<file path="src/hdl/mm3_pkg.sv">
// Package for the MurmurHash3 x86_32 stream core: constants, entry codes and the
// record that travels from the front end to the back end. No dependencies.
package mm3_pkg;

  // Mixing and finalizer constants.
  localparam logic [31:0] MIX_C1   = 32'hcc9e2d51;
  localparam logic [31:0] MIX_C2   = 32'h1b873593;
  localparam logic [31:0] HASH_ADD = 32'he6546b64;
  localparam logic [31:0] FIN_M1   = 32'h85ebca6b;
  localparam logic [31:0] FIN_M2   = 32'hc2b2ae35;

  // Default depth of the queue between front and back end.
  localparam int FIFO_DEPTH_DEF = 4;

  // Stream widths.
  localparam int S_TDATA_W = 40;
  localparam int M_TDATA_W = 32;

  // What the back end does with a queued word.
  localparam logic [1:0] KIND_FULL = 2'd0;  // full block: xor, rotate, multiply-add
  localparam logic [1:0] KIND_TAIL = 2'd1;  // 1..3 byte tail: xor only
  localparam logic [1:0] KIND_NONE = 2'd2;  // empty last item: nothing mixed

  // One classified, pre-mixed word.
  typedef struct packed {
    logic [31:0] k;
    logic [1:0]  kind;
    logic        last;
    logic [2:0]  incr;
  } mm3_entry_t;

endpackage

</file>
<file path="src/hdl/mm3_front.sv">
// Front end: accepts stream transfers, classifies each word and runs the
// c1 / rotl15 / c2 mixing in two multiplier stages. Depends on mm3_pkg.
module mm3_front (
  input  logic                            clk,
  input  logic                            rst,
  input  logic                            s_axis_tvalid,
  output logic                            s_axis_tready,
  input  logic [mm3_pkg::S_TDATA_W-1:0]   s_axis_tdata,  // [31:0] data_word, [34:32] byte_count
  input  logic                            s_axis_tlast,  // last_item
  output logic                            push,
  output mm3_pkg::mm3_entry_t             push_data,
  input  logic                            fifo_full
);
  import mm3_pkg::*;

  logic        v1;
  logic        v2;
  logic [31:0] k1;
  logic [1:0]  kind1;
  logic        last1;
  logic [2:0]  incr1;
  mm3_entry_t  ent2;

  logic        en1;
  logic        en2;
  logic        s_acc;
  logic [31:0] word;
  logic [2:0]  count;
  logic [31:0] masked;
  logic [1:0]  kind_in;
  logic [2:0]  incr_in;
  logic [31:0] k1_rot;

  // Stall chain: a stage loads when it is empty or its content moves on.
  assign en2           = !v2 || !fifo_full;
  assign en1           = !v1 || en2;
  assign s_axis_tready = en1;
  assign s_acc         = s_axis_tvalid && en1;
  assign push          = v2 && !fifo_full;
  assign push_data     = ent2;

  assign word  = s_axis_tdata[31:0];
  assign count = s_axis_tdata[34:32];

  // Classify the word and drop the bytes above a short tail.
  always_comb begin
    masked  = word;
    kind_in = KIND_FULL;
    incr_in = 3'd4;
    if (s_axis_tlast && !count[2]) begin
      case (count)
        3'd1: begin
          masked  = {24'd0, word[7:0]};
          kind_in = KIND_TAIL;
          incr_in = count;
        end
        3'd2: begin
          masked  = {16'd0, word[15:0]};
          kind_in = KIND_TAIL;
          incr_in = count;
        end
        3'd3: begin
          masked  = {8'd0, word[23:0]};
          kind_in = KIND_TAIL;
          incr_in = count;
        end
        default: begin
          kind_in = KIND_NONE;
          incr_in = 3'd0;
        end
      endcase
    end
  end

  assign k1_rot = {k1[16:0], k1[31:17]};

  // Valid bits of the two stages.
  always_ff @(posedge clk) begin
    if (rst) begin
      v1 <= 1'b0;
      v2 <= 1'b0;
    end else begin
      if (en1) v1 <= s_acc;
      if (en2) v2 <= v1;
    end
  end

  // First stage multiplies by c1, second rotates and multiplies by c2.
  always_ff @(posedge clk) begin
    if (en1) begin
      k1    <= masked * MIX_C1;
      kind1 <= kind_in;
      last1 <= s_axis_tlast;
      incr1 <= incr_in;
    end
    if (en2) begin
      ent2.k    <= k1_rot * MIX_C2;
      ent2.kind <= kind1;
      ent2.last <= last1;
      ent2.incr <= incr1;
    end
  end

endmodule

</file>
<file path="src/hdl/mm3_fifo.sv">
// Short queue of mixed words between front and back end, with a registered
// head entry. Depends on mm3_pkg for the entry type.
module mm3_fifo #(
  parameter int DEPTH = mm3_pkg::FIFO_DEPTH_DEF
) (
  input  logic                clk,
  input  logic                rst,
  input  logic                push,
  input  mm3_pkg::mm3_entry_t push_data,
  output logic                full,
  output logic                head_valid,
  output mm3_pkg::mm3_entry_t head_data,
  input  logic                pop
);
  import mm3_pkg::*;

  localparam int PTR_W = (DEPTH > 1) ? $clog2(DEPTH) : 1;
  localparam int CNT_W = $clog2(DEPTH + 1);

  mm3_entry_t       mem [DEPTH];
  logic [PTR_W-1:0] wr_ptr;
  logic [PTR_W-1:0] rd_ptr;
  logic [CNT_W-1:0] cnt;
  logic             load;

  assign full = (cnt == CNT_W'(DEPTH));
  // Refill the head whenever it is empty or being taken and storage holds an entry.
  assign load = (cnt != '0) && (!head_valid || pop);

  function automatic logic [PTR_W-1:0] ptr_inc(input logic [PTR_W-1:0] p);
    return (p == PTR_W'(DEPTH - 1)) ? '0 : p + 1'b1;
  endfunction

  // Pointers, occupancy and head valid.
  always_ff @(posedge clk) begin
    if (rst) begin
      wr_ptr     <= '0;
      rd_ptr     <= '0;
      cnt        <= '0;
      head_valid <= 1'b0;
    end else begin
      if (push) wr_ptr <= ptr_inc(wr_ptr);
      if (load) rd_ptr <= ptr_inc(rd_ptr);
      case ({push, load})
        2'b10:   cnt <= cnt + 1'b1;
        2'b01:   cnt <= cnt - 1'b1;
        default: cnt <= cnt;
      endcase
      if (load) begin
        head_valid <= 1'b1;
      end else if (pop) begin
        head_valid <= 1'b0;
      end
    end
  end

  // Storage write and registered head read.
  always_ff @(posedge clk) begin
    if (push) mem[wr_ptr] <= push_data;
    if (load) head_data <= mem[rd_ptr];
  end

endmodule

</file>
<file path="src/hdl/mm3_back.sv">
// Back end: folds mixed words into the running hash and length, then runs the
// fmix32 finalizer through a stalling pipeline into the output register. Uses mm3_pkg.
module mm3_back (
  input  logic                          clk,
  input  logic                          rst,
  input  logic [31:0]                   seed,
  input  logic                          head_valid,
  input  mm3_pkg::mm3_entry_t           head_data,
  output logic                          pop,
  output logic                          m_axis_tvalid,
  input  logic                          m_axis_tready,
  output logic [mm3_pkg::M_TDATA_W-1:0] m_axis_tdata  // [31:0] hash_value
);
  import mm3_pkg::*;

  logic        in_msg;
  logic [31:0] hash;
  logic [31:0] len;

  logic        v1;
  logic        v2;
  logic        v3;
  logic        vo;
  logic [31:0] b1;
  logic [31:0] m1;
  logic [31:0] m2;
  logic [31:0] out_data;

  logic        en1;
  logic        en2;
  logic        en3;
  logic        en_o;
  logic [31:0] h_cur;
  logic [31:0] len_cur;
  logic [31:0] h_x;
  logic [31:0] h_r;
  logic [31:0] h_new;
  logic [31:0] len_new;
  logic [31:0] h_fin;
  logic [31:0] m1_x;

  // Stall chain from the output register back to the queue head.
  assign en_o = !vo || m_axis_tready;
  assign en3  = !v3 || en_o;
  assign en2  = !v2 || en3;
  assign en1  = !v1 || en2;
  assign pop  = head_valid && en1;

  assign m_axis_tvalid = vo;
  assign m_axis_tdata  = out_data;

  // One hash step per word; a new message starts from the seed.
  always_comb begin
    h_cur   = in_msg ? hash : seed;
    len_cur = in_msg ? len : 32'd0;
    h_x     = h_cur ^ head_data.k;
    h_r     = {h_x[18:0], h_x[31:19]};
    case (head_data.kind)
      KIND_FULL: h_new = (h_r << 2) + h_r + HASH_ADD;
      KIND_TAIL: h_new = h_x;
      default:   h_new = h_cur;
    endcase
    len_new = len_cur + {29'd0, head_data.incr};
    h_fin   = h_new ^ len_new;
  end

  assign m1_x = m1 ^ (m1 >> 13);

  // Message state.
  always_ff @(posedge clk) begin
    if (rst) begin
      in_msg <= 1'b0;
      hash   <= '0;
      len    <= '0;
    end else if (pop) begin
      if (head_data.last) begin
        in_msg <= 1'b0;
        len    <= '0;
      end else begin
        in_msg <= 1'b1;
        hash   <= h_new;
        len    <= len_new;
      end
    end
  end

  // Finalizer valid bits.
  always_ff @(posedge clk) begin
    if (rst) begin
      v1 <= 1'b0;
      v2 <= 1'b0;
      v3 <= 1'b0;
      vo <= 1'b0;
    end else begin
      if (en1)  v1 <= pop && head_data.last;
      if (en2)  v2 <= v1;
      if (en3)  v3 <= v2;
      if (en_o) vo <= v3;
    end
  end

  // fmix32: shift-xor, multiply, shift-xor, multiply, shift-xor.
  always_ff @(posedge clk) begin
    if (en1)  b1       <= h_fin ^ (h_fin >> 16);
    if (en2)  m1       <= b1 * FIN_M1;
    if (en3)  m2       <= m1_x * FIN_M2;
    if (en_o) out_data <= m2 ^ (m2 >> 16);
  end

endmodule

</file>
<file path="src/hdl/murmur3_32bit_stream_hash_core.sv">
// MurmurHash3 x86_32 over a stream of 32-bit words.
// The slave stream carries data_word in tdata[31:0], byte_count in tdata[34:32]
// and last_item on tlast; a transfer happens when tvalid and tready are both high.
// Every word but the last is hashed as four bytes; the last carries 0 to 4 bytes.
// One result per message appears on the master stream, hash_value in tdata[31:0].
// cfg_we / cfg_wdata write the seed, sampled when a message's first word is hashed.
// Throughput: one word per cycle while the receiver keeps up. The front end
// mixes words in two multiplier stages; the back end folds one word per cycle
// into the hash, which is the loop that sets the rate, then runs the finalizer
// in further stages that end in the output register. A word passes the front
// stages, the queue and its head register before it is folded. A short queue
// lets the front keep accepting while the back end waits on a stalled receiver;
// tready drops only when the queue and both front stages are full. A stalled result holds its tdata.
// Reset (rst, synchronous) empties all stages, clears the seed to zero and
// starts a new message; no clearing pass is needed.
// Depends on mm3_pkg, mm3_front, mm3_fifo and mm3_back.
module murmur3_32bit_stream_hash_core #(
  parameter int FIFO_DEPTH = mm3_pkg::FIFO_DEPTH_DEF
) (
  input  logic                          clk,
  input  logic                          rst,
  input  logic                          s_axis_tvalid,
  output logic                          s_axis_tready,
  input  logic [mm3_pkg::S_TDATA_W-1:0] s_axis_tdata,  // [31:0] data_word, [34:32] byte_count
  input  logic                          s_axis_tlast,  // last_item
  output logic                          m_axis_tvalid,
  input  logic                          m_axis_tready,
  output logic [mm3_pkg::M_TDATA_W-1:0] m_axis_tdata,  // [31:0] hash_value
  input  logic                          cfg_we,
  input  logic [31:0]                   cfg_wdata
);
  import mm3_pkg::*;

  logic        [31:0] seed;
  logic               push;
  mm3_entry_t         push_data;
  logic               fifo_full;
  logic               head_valid;
  mm3_entry_t         head_data;
  logic               pop;

  // Seed register.
  always_ff @(posedge clk) begin
    if (rst) begin
      seed <= '0;
    end else if (cfg_we) begin
      seed <= cfg_wdata;
    end
  end

  mm3_front u_front (
    .clk           (clk),
    .rst           (rst),
    .s_axis_tvalid (s_axis_tvalid),
    .s_axis_tready (s_axis_tready),
    .s_axis_tdata  (s_axis_tdata),
    .s_axis_tlast  (s_axis_tlast),
    .push          (push),
    .push_data     (push_data),
    .fifo_full     (fifo_full)
  );

  mm3_fifo #(
    .DEPTH (FIFO_DEPTH)
  ) u_fifo (
    .clk        (clk),
    .rst        (rst),
    .push       (push),
    .push_data  (push_data),
    .full       (fifo_full),
    .head_valid (head_valid),
    .head_data  (head_data),
    .pop        (pop)
  );

  mm3_back u_back (
    .clk           (clk),
    .rst           (rst),
    .seed          (seed),
    .head_valid    (head_valid),
    .head_data     (head_data),
    .pop           (pop),
    .m_axis_tvalid (m_axis_tvalid),
    .m_axis_tready (m_axis_tready),
    .m_axis_tdata  (m_axis_tdata)
  );

endmodule

</file>
<file path="config.mk">
export PLATFORM = sky130hd
export DESIGN_NAME = murmur3_32bit_stream_hash_core
export DESIGN_NICKNAME = d
export VERILOG_FILES = /design/src/hdl/mm3_pkg.sv /design/src/hdl/mm3_front.sv /design/src/hdl/mm3_fifo.sv /design/src/hdl/mm3_back.sv /design/src/hdl/murmur3_32bit_stream_hash_core.sv
export SDC_FILE = /design/constraint.sdc
export NUM_CORES = 2
export LEC_CHECK = 0
export BUFFER_PORTS_ARGS = -buffer_cell sky130_fd_sc_hd__buf_4
export CAP_MARGIN = 20
export CORE_MARGIN = 5
export CORE_UTILIZATION = 55
export DETAILED_ROUTE_END_ITERATION = 12
export PLACE_DENSITY = 0.81
export SYNTH_ARGS = -nofsm -noshare
export SYNTH_HDL_FRONTEND = slang
export SYNTH_SLANG_ARGS = --single-unit
</file>
<file path="constraint.sdc">
create_clock -name clk -period 13.2 [get_ports clk]
set_input_delay 0.66 -clock clk [delete_from_list [all_inputs] [get_ports clk]]
set_output_delay 0.66 -clock clk [all_outputs]
set_load 0.02 [all_outputs]
</file>
Yosys cells after proc, flatten, opt, wreduce, memory -nomap -nowiden:

Memories as Yosys holds them, arrays and structs flattened. A register that Yosys moved wholly into a read port is not among the register bits.
Index checks and enable logic that the tools add are counted.

* flip-flop bits (word level): 315
* bits in latches: 0
* ROM bits: 0
* bits of input ports: 78
* memory bits (writable): 152
* memories kept: 1
* logic and storage cells: 99

Memory list
* u_fifo.mem: depth 4, bits a word 38, rd ports 1, clocked after memory_dff 1, wr ports 1, RTL line mm3_fifo.sv:20 `mm3_entry_t mem [DEPTH];`

* bitwise operators: 6
* add/sub/neg operators: 7
* order comparisons: 0
* div/mod/pow operators: 0
* equality and inequality tests: 9
* $mul: 4
* shift operators: 0
* multiplexer cells: 16
* reductions and logical operators: 29

Operators with widths (number)
* $mux W32: 4
* $pmux W32 S3: 1
* $mul A32 B31 Y32 const B: 2
* $pmux W32 S2: 1
* $xor A32 B16 Y32: 2
* $xor A32 B32 Y32: 2
* $add A32 B3 Y32: 1
* $add A32 B32 Y32: 1
* $add A32 B32 Y32 const B: 1
* $mul A32 B29 Y32 const B: 1
* $mul A32 B32 Y32 const B: 1
* $xor A32 B19 Y32: 1
* $logic_not A1 Y1: 9
* $logic_or A1 B1 Y1: 7
* $eq A2 B2 Y1 const B: 3
* $eq A3 B2 Y1 const B: 2
* $logic_and A1 B1 Y1: 6
* $mux W2: 3
* $pmux W3 S2: 1
* $mux W1: 5
* $add A2 B1 Y2 const B: 2
* $eq A2 B1 Y1 const B: 2
* $reduce_and A2 Y1: 2
* $reduce_bool A2 Y1: 2
* other kinds (9): 9

Logic depth before layout (Yosys ltp):

* word-level depth: 10
* mapped depth: 31
* mapped depth without buffers: 30

Cells and area by module:

A second synthesis with hierarchy kept.

* cells, all modules: 5089
* area, all modules: 55727.2 µm²

Modules (own cells, without submodules)
* mm3_back: seq. area each 5225.0 µm², cells an instance 2922, instances 1, area an instance 28867.7 µm²
* mm3_front: seq. area each 2322.2 µm², cells an instance 1775, instances 1, area an instance 18609.1 µm²
* mm3_fifo: seq. area each 5865.6 µm², cells an instance 289, instances 1, area an instance 7086.8 µm²
* murmur3_32bit_stream_hash_core: seq. area each 640.6 µm², cells an instance 103, instances 1, area an instance 1163.6 µm²

Least setup slack after synthesis:

No wires, ideal clock.

* path kind: input to register
* start: input s_axis_tlast
* end: register u_front.k1[31] (data pin)
* setup time: 0.260 ns
* data arrival time: 6.883 ns
* slack: 6.057 ns
* cell stages on the path: 27
* cells stage by stage: nor2b_1 and2_1 nand2b_1 clkbuf_1 and2_1 ha_1 ha_1 fa_1 inv_1 fa_1 fa_1 inv_1 ha_1 inv_1 fa_1 inv_1 ha_1 ha_1 a21o_1 a21o_1 a2111oi_0 o21ai_1 o31ai_2 a21oi_1 a21o_1 a21oi_1 xnor2_1

* word-level cells in the longest chain between the ends: 3

Ends and longest elaborated chain
* start: declaration: RTL line murmur3_32bit_stream_hash_core.sv:25 `input logic s_axis_tlast,`
* $logic_and A1 B1 Y1: RTL line mm3_front.sv:50 `if (s_axis_tlast && !count[2]) begin`
* $mux W32: RTL line mm3_front.sv:50
* $mul A32 B31 Y32: RTL line mm3_front.sv:91 `k1 <= masked * MIX_C1;`
* end signal: assignment: RTL line mm3_front.sv:91
* end: declaration: RTL line mm3_front.sv:18 `logic [31:0] k1;`

No other way between the ends.
A chain may end at the register's enable or synchronous reset.

Worst setup path in the final report:

* start: register u_back.m1[19]
* end: register u_back.m2[31] (data pin)

* word-level cells in the longest chain between the ends: 2

Ends and longest elaborated chain
* start: declaration: RTL line mm3_back.sv:25 `logic [31:0] m1;`
* start signal: assignment: RTL line mm3_back.sv:105 `if (en2) m1 <= b1 * FIN_M1;`
* $xor A32 B19 Y32: RTL line mm3_back.sv:67 `assign m1_x = m1 ^ (m1 >> 13);`
* $mul A32 B31 Y32: RTL line mm3_back.sv:106 `if (en3) m2 <= m1_x * FIN_M2;`
* end signal: assignment: RTL line mm3_back.sv:106
* end: declaration: RTL line mm3_back.sv:26 `logic [31:0] m2;`

No other way between the ends.

==> qor.txt <==
Status - finished clean
Dominant cells by area after synthesis - fa_1 26%, edfxtp_1 21%, ha_1 19%
Met1 usage - 31.6%
Clock buffer count from CTS - 51
P&R area growth vs syn - 7.49%
Post-route ant nets - 0
Worst hold margin - 0.217 ns
R2R cell count - 25
Layout cells sized above 1 - 5.65%
Synth Instances - 5072
Crit path max-delay cell type - xnor2_1
Clk root buf - clkbuf_16
Largest net degree at the start of global routing - 73
CP Launch Type - register
Layout fillers - 7877
Worst Hold Depth - 1
DRC - 0
Seq. cell area - 14100 sq um
Area of the multi-input gates - 36100 sq um
Die H - 328 um
Final Core Density - 59.6%
First-pass detailed-route iteration total - 5
Commonest non-fill, non-tap cell in the layout - inv_1
Hold buffers post-CTS - 0
Die area - 107000 sq um
Register bit count reported by yosys - 505
Die Width - 328 um
Post-synth top area share - 26.5%
HP Class - in -> reg
Crit path max fanout - 6
Worst Tran Pin Value - 1.08 ns
Worst setup EP type - register
Synth Flop Type - edfxtp_1
Initial DRC count - 2441
Hold Startpoint - s_axis_tlast
Post-synth net total - 6709
GPL Wtd Cong - 0.961
Vias post-DR - 35500
Arrival @ worst endpoint - 8.52 ns
Slew Limit Fails - 0
Met2 Use GR - 43.0%
Worst r2r src - u_back.m1[19]
Ports - 112
RSZ-0062 raised after global routing - false
Largest area contributor in the netlist - fa_1
Synth async-reset ratio - 0%
Crit path time final - 8.16 ns
Max-cap viol count - 0
Post-CTS setup buffer count - 0
Initial antenna violation count - 4
Clock transition at the registers of the reported paths - 0.06 ns
Avg Cell Area, Syn - 10.9 sq um
Initial Util - 55.4%
Gr busiest metal - met2
Gr usage total - 24.5%
F_max - 123 MHz
Total negative setup slack - 0 ns
First-pass GRT wire length - 206000 um
Kind of cell adding the most delay to the critical path - adder cells
Hold Fails Final Rpt - 0
Most flops, register - u_fifo.mem
Worst setup path class - reg -> reg
Pre-CTS WS - 4.66 ns
Wirelength per Cell - 19.8 um
Clk_skew - 0.0370 ns
Number of global-route vias before repair - 38000
Core footprint - 100000 sq um
Buf/Inv on CP - 5
Crit path required time - 13.56 ns
Routed vias/inst - 5.44
Post-synth EDFFs - 394
Aggregate global routing overflow - 0
Rel. slew slack - 27.5%
Sequential share of the synthesized area - 25.3%
Synth cell types - 86
Capture point of the worst reg-to-reg path - u_back.m2[31]
Sink Count - 505
H-Tree Depth - 2
Final worst setup slack - 5.04 ns
HPWL Detailed - 108000 um
GR Util met3 - 3.60%
Hold EP - u_front.last1
Crit path largest cell delay - 0.61 ns
CTS tree - built
Post_cts resized - 0
CTS Buffer Depth - 3
Number of setup violations in the final report - 0
Period utilisation layout - 61.8%
Max reg flops - 152
Worst-skew pair later-pin latency - 0.63 ns
Mapped Area - 55500 sq um
Total wire length - 129000 um
Port Buf Inserts - 106
Nets - 6817
Commonest non-fill, non-tap cells in the layout - 1345 x inv_1, 825 x ha_1, 734 x fa_1
Row cnt - 116
Most used cell, CP - fa_1
Yosys warning count - 0
Reg2reg setup slack - 5.04 ns
worst max-delay path by stage:
stage / start / endpoint / slack [ns] / cells after the start
floorplan: s_axis_tlast / u_front.k1[31] / 6.06 / 27
global route: u_back.m1[19] / u_back.m2[31] / 4.74 / 25
finish: u_back.m1[19] / u_back.m2[31] / 5.04 / 25
detailed placement: s_axis_tlast / u_front.k1[31] / 4.66 / 27
CTS: u_back.m1[19] / u_back.m2[31] / 5.15 / 25
global placement: s_axis_tlast / u_front.k1[31] / 4.86 / 27
cells by family after synthesis:
kind of cell    after synthesis  share of synthesized area, %
xor+xnor                    397                          6.34
fa+ha+maj                  1559                          45.1
buf+inv                    1417                          9.62
compound gates              512                          5.92
mux                         112                          2.88
flops                       505                          25.3
simple gates                570                          4.86
worst register-to-register path, cell delays in order, from the launching register on:
cell and delay [ns]:
edfxtp_1 0.59, xnor2_1 0.61, inv_1 0.24, ha_1 0.42, inv_1 0.08, fa_1 0.38, inv_1 0.13, fa_1 0.46
inv_1 0.10, fa_1 0.45, fa_1 0.51, fa_1 0.52, fa_1 0.50, inv_1 0.05, fa_1 0.48, ha_1 0.34
a21oi_1 0.26, o2111ai_1 0.14, a31o_2 0.24, nand3_1 0.16, nand3_1 0.13, a31oi_1 0.30, nor2b_1 0.08, o21a_1 0.19
o22a_1 0.22, xnor2_1 0.36
cells in the mapped netlist, types with 8 or more instances:
| cell | count |
|---|---|
| and2_1 | 29 |
| inv_1 | 1345 |
| nor2b_1 | 24 |
| dfxtp_1 | 111 |
| and3_1 | 23 |
| or2_2 | 8 |
| nor2_1 | 183 |
| a211oi_1 | 25 |
| nor3_1 | 32 |
| fa_1 | 734 |
| nand4_1 | 13 |
| xnor2_1 | 288 |
| a21o_1 | 54 |
| a31oi_1 | 19 |
| a21oi_1 | 164 |
| clkbuf_1 | 48 |
| o21bai_1 | 17 |
| o21a_1 | 31 |
| mux4_2 | 38 |
| nand2b_1 | 21 |
| buf_1 | 14 |
| o21ai_1 | 8 |
| ha_1 | 825 |
| or3_1 | 15 |
| nand2_1 | 150 |
| o21ai_0 | 103 |
| mux2i_1 | 73 |
| nand3_1 | 45 |
| edfxtp_1 | 394 |
| xor2_1 | 104 |
layer usage:
layer	routed length, um	vias up	part of all wire (%)
met2	65200	987	50
met4	4470	4	3.5
li1	-	16400	-
met3	7660	282	5.9
met5	25	-	0.019
met1	52000	17800	40
per-stage QoR:
| step | instance area, sq um | instances |
|---|---|---|
| global route | 59700 | 6520 |
| finish | 59700 | 6522 |
| CTS | 59600 | 6518 |
| detailed placement | 57800 | 6423 |
| floorplan | 55500 | 5072 |
| global placement | 57800 | 6423 |
final cells by class:
| cell class | instances | share of cell area (%) |
|---|---|---|
| clock buffer | 62 | 2.26 |
| multi-input combinational | 3150 | 60.6 |
| tap | 1298 | 2.72 |
| clock inverter | 33 | 0.765 |
| sequential | 505 | 23.6 |
| inverter | 1346 | 8.47 |
| antenna | 2 | 0.00839 |
| timing repair buffer | 126 | 1.64 |
Power is not shown: default switching activity piles up to over one toggle a cycle in this logic, so the estimate is an artifact.
